===== config.mk =====
export PLATFORM = sky130hd
export DESIGN_NAME = pfr_ctrl
export DESIGN_NICKNAME = d
export VERILOG_FILES = /design/src/sv/pfr_pkg.sv /design/src/sv/pfr_ctrl.sv
export SDC_FILE = /design/constraint.sdc
export NUM_CORES = 1
export LEC_CHECK = 0
export BUFFER_PORTS_ARGS = -buffer_cell sky130_fd_sc_hd__buf_4
export CORE_AREA = 2 2 39 41
export CTS_BUF_LIST = sky130_fd_sc_hd__clkbuf_4 sky130_fd_sc_hd__clkbuf_8
export DETAILED_ROUTE_END_ITERATION = 10
export DIE_AREA = 0 0 41 43
export PLACE_DENSITY = 0.66
export RECOVER_POWER = 50
export SLEW_MARGIN = 20
export SYNTH_ARGS = -nofsm -noshare
export SYNTH_HDL_FRONTEND = slang
export SYNTH_SLANG_ARGS = --single-unit

===== constraint.sdc =====
create_clock -name clk -period 5.2 [get_ports clk]
set_clock_uncertainty 0.15 [all_clocks]
set_input_delay 1.04 -clock clk [delete_from_list [all_inputs] [get_ports clk]]
set_output_delay 1.04 -clock clk [all_outputs]
set_load 0.05 [all_outputs]

===== src/sv/pfr_pkg.sv =====
// Package for the page frame replacement block: payload structs, policy codes,
// controller/datapath command and status structs. No dependencies.
package pfr_pkg;

	localparam int unsigned FrameW = 4;
	localparam int unsigned ProcW  = 2;
	localparam int unsigned PageW  = 6;
	localparam int unsigned TimeW  = 32;
	localparam int unsigned RndW   = 31;

	localparam logic [1:0] POL_LIFO   = 2'd0;
	localparam logic [1:0] POL_RANDOM = 2'd1;
	localparam logic [1:0] POL_LRU    = 2'd2;

	localparam logic CFG_POLICY = 1'b0;
	localparam logic CFG_FRAMES = 1'b1;

	typedef struct packed {
		logic [1:0]  process_id;
		logic [5:0]  page_no;
		logic [30:0] random_value;
	} pfr_in_t;

	typedef struct packed {
		logic        hit;
		logic [3:0]  frame_index;
		logic        evicted;
		logic [1:0]  victim_process;
		logic [5:0]  victim_page;
		logic [31:0] residency;
	} pfr_out_t;

	typedef struct packed {
		logic [1:0] index;
		logic [4:0] data;
	} pfr_cfg_t;

	// controller -> datapath
	typedef struct packed {
		logic load;       // latch input, bump time, read map
		logic scan_start; // start free/LRU scan
		logic scan_step;
		logic rem_step;   // one restoring step of rnd mod count
		logic commit;     // write state, build result
	} pfr_cmd_t;

	// datapath -> controller
	typedef struct packed {
		logic hit;
		logic scan_done;
		logic free_found;
		logic rem_done;
	} pfr_sts_t;

endpackage


===== src/sv/pfr_ctrl.sv =====
// Controller state machine for the page frame replacement block.
// Depends on pfr_pkg.
module pfr_ctrl import pfr_pkg::*; (
	input  logic     clk,
	input  logic     arst_n,
	input  logic     in_valid,
	output logic     in_stall,
	output logic     out_valid,
	input  logic     out_stall,
	input  logic [1:0] policy,
	output pfr_cmd_t cmd,
	input  pfr_sts_t sts
);
	typedef enum logic [7:0] {
		S_IDLE = 8'b00000001,
		S_LOOK = 8'b00000010,
		S_SCAN = 8'b00000100,
		S_REM  = 8'b00001000,
		S_VRD  = 8'b00010000,
		S_VWT  = 8'b00100000,
		S_COMM = 8'b01000000,
		S_OUT  = 8'b10000000
	} state_t;

	state_t state_q, state_d;

	assign in_stall  = (state_q != S_IDLE);
	assign out_valid = (state_q == S_OUT);

	always_comb begin
		state_d = state_q;
		cmd     = '0;
		unique case (state_q)
			S_IDLE: begin
				if (in_valid) begin
					cmd.load = 1'b1;
					state_d  = S_LOOK;
				end
			end
			S_LOOK: begin
				// map read data valid this cycle
				if (sts.hit) begin
					state_d = S_COMM;
				end else begin
					cmd.scan_start = 1'b1;
					state_d        = S_SCAN;
				end
			end
			S_SCAN: begin
				if (sts.scan_done) begin
					if (sts.free_found) begin
						state_d = S_COMM;
					end else if (policy == POL_RANDOM) begin
						state_d = S_REM;
					end else begin
						state_d = S_VRD;
					end
				end else begin
					cmd.scan_step = 1'b1;
				end
			end
			S_REM: begin
				if (sts.rem_done) begin
					state_d = S_VRD;
				end else begin
					cmd.rem_step = 1'b1;
				end
			end
			// victim frame is final: its load time is read in these cycles
			S_VRD: state_d = S_VWT;
			S_VWT: state_d = S_COMM;
			S_COMM: begin
				cmd.commit = 1'b1;
				state_d    = S_OUT;
			end
			S_OUT: begin
				if (!out_stall) begin
					state_d = S_IDLE;
				end
			end
			default: state_d = S_IDLE;
		endcase
	end

	always_ff @(posedge clk or negedge arst_n) begin
		if (!arst_n) begin
			state_q <= S_IDLE;
		end else begin
			state_q <= state_d;
		end
	end
endmodule


Word-level counts from Yosys, hierarchy flattened
Index checks and enable logic that the tools add are counted.
{ "word_totals": {"ff_bits": 8, "rom_bits": 0, "latchBits": 0, "out_inout_bits": 7, "wordCells": 33, "mem_bits_rw": 0, "mem_count": 0} }
{ "classes": {"muxes": 17, "shift": 0, "n_reduce_logical": 1, "div_mod_pow": 0, "n_bitwise": 0, "eq_ne": 14, "addsub": 0, "order_cmp": 0, "mul": 0} }
{ "ops": {"columns": ["cell", "count"], "rows": [
  ["$pmux 8 s8", 1],
  ["$mux 8", 5],
  ["$mux 1", 9],
  ["$eq 8x1->1 const B", 1],
  ["$eq 8x2->1 const B", 1],
  ["$eq 8x3->1 const B", 1],
  ["$eq 8x4->1 const B", 1],
  ["$eq 8x5->1 const B", 1],
  ["$eq 8x6->1 const B", 1],
  ["$eq 8x7->1 const B", 1],
  ["$eq 8x8->1 const B", 1],
  ["$ne 2x2->1 const B", 4],
  ["$ne 8x1->1 const B", 1],
  ["$mux 7", 1],
  ["$mux 5", 1],
  ["$reduce_and 4->1", 1],
  ["$eq 2x1->1 const B", 1]
]} }

Logic depth before layout (Yosys ltp)
{ "depth": {"ltp_word": 5, "mapped_depth": 5, "depth_no_buf": 4} }

Least setup slack after synthesis
Ideal clock, no wire load.
{ "synth_timing": {"kind": "register to output", "from": "reg state_q[7]", "to": "out cmd[3] (netlist bit)", "path_stages_with_launch": 5, "slack_ns": 1.154, "arrival_ns": 2.856, "required_ns": 4.010, "n_path_buf": 1, "path_cell_list": "dfrtp_1 clkbuf_1 nor4_1 nand2_1 nor4b_1"} }
{ "synth_rtl": {"columns": ["element", "line_no", "rtl"], "rows": [
  ["from (decl)", "pfr_ctrl.sv:25", "state_t state_q, state_d;"],
  ["from (signal assigned)", "pfr_ctrl.sv:89", "state_q <= state_d;"],
  ["to (decl)", "pfr_ctrl.sv:11", "output pfr_cmd_t cmd,"]
]} }

==> metrics.md <==
| Metric | Value |
|---|---|
| Status | completed |
| Clock Root Buffer | clkbuf_4 |
| GRT overflow | 0 |
| Worst vdd ir | 0.297 mV |
| TritonCTS clock tree | built |
| Clock Pin Slew Worst Setup and Hold Paths | 0.07 ns |
| Top area cells in the synthesized netlist | dfrtp_1 32%, nor4b_1 9.7%, dfstp_2 4.8% |
| Die Ht | 43 um |
| Core Util, Final | 49.8% |
| Data required, critical path | 4.01 ns |
| Biggest register | state_q |
| Starting Density | 39.2% |
| DIE WIDTH | 41 um |
| Crit end category | output port |
| Final worst path period share | 67.4% |
| Placeable Area | 1380 sq um |
| Share of cells above drive strength 1 | 28.9% |
| Hold Crit Endpoint | state_q[4] |
| Async SR Flop Fraction | 100% |
| Syn_area_per_cell | 9.34 sq um |
| # Max-Cap Violations | 0 |
| Most common flop cell mapped by yosys | dfrtp_1 |
| Worst-Margin Slew | 0.861 ns |
| Fmax | 0.285 GHz |
| Cell area after layout | 689 sq um |
| # IOs | 17 |
| Mapped Area | 542 sq um |
| Inserted Clock Buffers | 3 |
| Clock sink count | 8 |
| Post-synthesis cell type count | 30 |
| Maximum number of pins on one net before global-route repair | 10 |
| Fill count | 153 |
| Setup TNS | 0 ns |
| Area Overhead vs Synth | 27.3% |
| Synth warnings | 0 |
| Initial antenna violation count | 0 |
| DR DRC count | 0 |
| Final slew viol count | 0 |
| Latest clock arrival within the worst-skew pair | 0.26 ns |
| Share of the synthesized area in the top cell type | 32.3% |
| PD cells | 435 nW/um^2 |
| DRT iter0 DRCs | 4 |
| Final setup violating endpoints | 0 |
| Reg2reg end | state_q[4] |
| Synthesized instance count | 58 |
| Max reg flops | 8 |
| Worst path slowest cell | nor4_1 |
| CP Depth | 4 |
| Final Routed Wirelength | 1.20 mm |
| H-tree Lvls | 1 |
| Worst hold stages | 3 |
| Vias in the first global route | 505 |
| Diodes inserted | 0 |
| Synth cell count leaders | 7 x dfrtp_1, 6 x nor4b_1, 5 x nor2_1 |
| Slowest stage delay, CP | 0.78 ns |
| Post-cts repair resize count | 0 |
| Die area | 1760 sq um |
| Largest area contributor in the netlist | dfrtp_1 |
| Total track usage | 16.3% |
| Detail Placement HPWL | 945 um |
| Count leader, synth | dfrtp_1 |
| Global-route wire length before repair | 1.95 mm |
| Critical path's top delay family | simple AND/OR/NAND/NOR gates |
| Clock Path Buffers | 2 |
| Unrepaired setup endpoints after global routing | no |
| DR pass1 iterations | 4 |
| Row count | 14 |
| HP Start | state_q[6] |
| Fin nets | 87 |
| Leak | 0.333 nW |
| Shortest period the worst path allows | 3.50 ns |
| DR WL/cell | 13.0 um |
| CP cell instances | nor4_1, nand2_1, nor4b_1, buf_4 |
| Vias | 513 |
| Reg-to-reg startpoint | state_q[1] |
| Biggest regs | state_q: 8 flops |
| Register bit count reported by yosys | 8 |
| WS Path Type | register to output port |
| R2R cell count | 4 |
| Max FO, Critical Path | 9 |
| Register-to-register setup slack | 3.00 ns |
| Placer Congestion | 0.760 |
| Type of the most critical hold path | register to register |
| Synthesized Nets | 68 |
| Hold buffer count at CTS | 0 |
| Post-CTS setup buffers | 0 |
| CP bufs+invs | 1 |
| Fin. Hold Viols | 0 |
| Number of synthesized flops with an enable pin | 0 |
| Post-DP Area | 667 sq um |
| Sequential area share after synthesis | 37.2% |
| Slew margin rel. | 42.1% |
| Vias/cell | 5.58 |
| Worst path arrival time | 2.31 ns |
| Startpoint Class | register |
| Final antenna-violating net count | 0 |
| Input/output buffers | 16 |
[power by group]
| group | total, W | internal (W) | switching (W) |
|---|---|---|---|
| combinational | 0.000148 | 0.0000569 | 0.0000912 |
| sequential | 0.0000907 | 0.0000753 | 0.0000154 |
| clock | 0.0000609 | 0.0000348 | 0.0000260 |
[worst max path at each step]
| stage | start | to | slack [ns] |
|---|---|---|---|
| 6_report | state_q[7] | cmd[3] | 1.70 |
| 2_1_floorplan | state_q[7] | cmd[3] | 1.15 |
| 5_1_grt | state_q[7] | cmd[3] | 1.60 |
| 3_3_place_gp | state_q[1] | cmd[2] | 2.14 |
| 4_1_cts | state_q[7] | cmd[3] | 1.76 |
| 3_5_place_dp | state_q[7] | cmd[3] | 2.08 |
[stage by stage]
step / hold slack (ns) / total power, W / worst slack (ns) / instances
6_report: 0.487 / 0.000300 / 1.70 / 92
4_1_cts: 0.436 / 0.000304 / 1.76 / 92
2_1_floorplan: 0.408 / 0.000203 / 1.15 / 58
3_5_place_dp: 0.465 / 0.000244 / 2.08 / 88
3_3_place_gp: 0.445 / 0.000244 / 2.14 / 88
5_1_grt: 0.527 / 0.000316 / 1.60 / 92
[cell usage in the layout, fill, tap and decap left out, drive strengths merged, types with 2 or more instances in the layout]
cell type	instances
nand2	4
nor2b	2
inv	3
or4	2
clkbuf	5
dfrtp	7
nor2	5
nor4	2
nor4b	6
and3	2
buf	15
nand2b	3
nor3	3
[area by class of cell]
type                       count  area [sq um]  area share (%)
sequential                     8           201            29.2
timing repair buffer          16           116            16.9
tap                           16          20.0            2.90
inverter                       3          11.3            1.63
clock buffer                   4          30.0            4.36
multi-input combinational     45           310            45.0
[kinds of logic (layout without fill, tap and decap cells)]
group / Yosys count / count (layout) / share of synthesized area (%)
AOI/OAI and AO/OA: 10 / 10 / 14.8
xor gates and xnor gates: 1 / 1 / 1.62
buffers and inverters: 5 / 23 / 4.85
DFF: 8 / 8 / 37.2
muxes: 1 / 1 / 1.85
and+or+nand+nor: 33 / 33 / 39.7
[worst min-delay path: stages, from the launching register on]
cell     delay, ns
dfrtp_1       0.40
nor3_1        0.08
nand2_1       0.07
nor3_1        0.04
[layer usage]
layer / up-vias / global-route usage [%] / share of wire [%]
met1: 235 / 21.1 / 48
met4: 0 / 10.0 / 2.5
li1: 263 / - / -
met2: 11 / 24.7 / 46
met5: - / 0 / 0
met3: 4 / 1.57 / 3.2
Power figures use the tool's default switching activity.
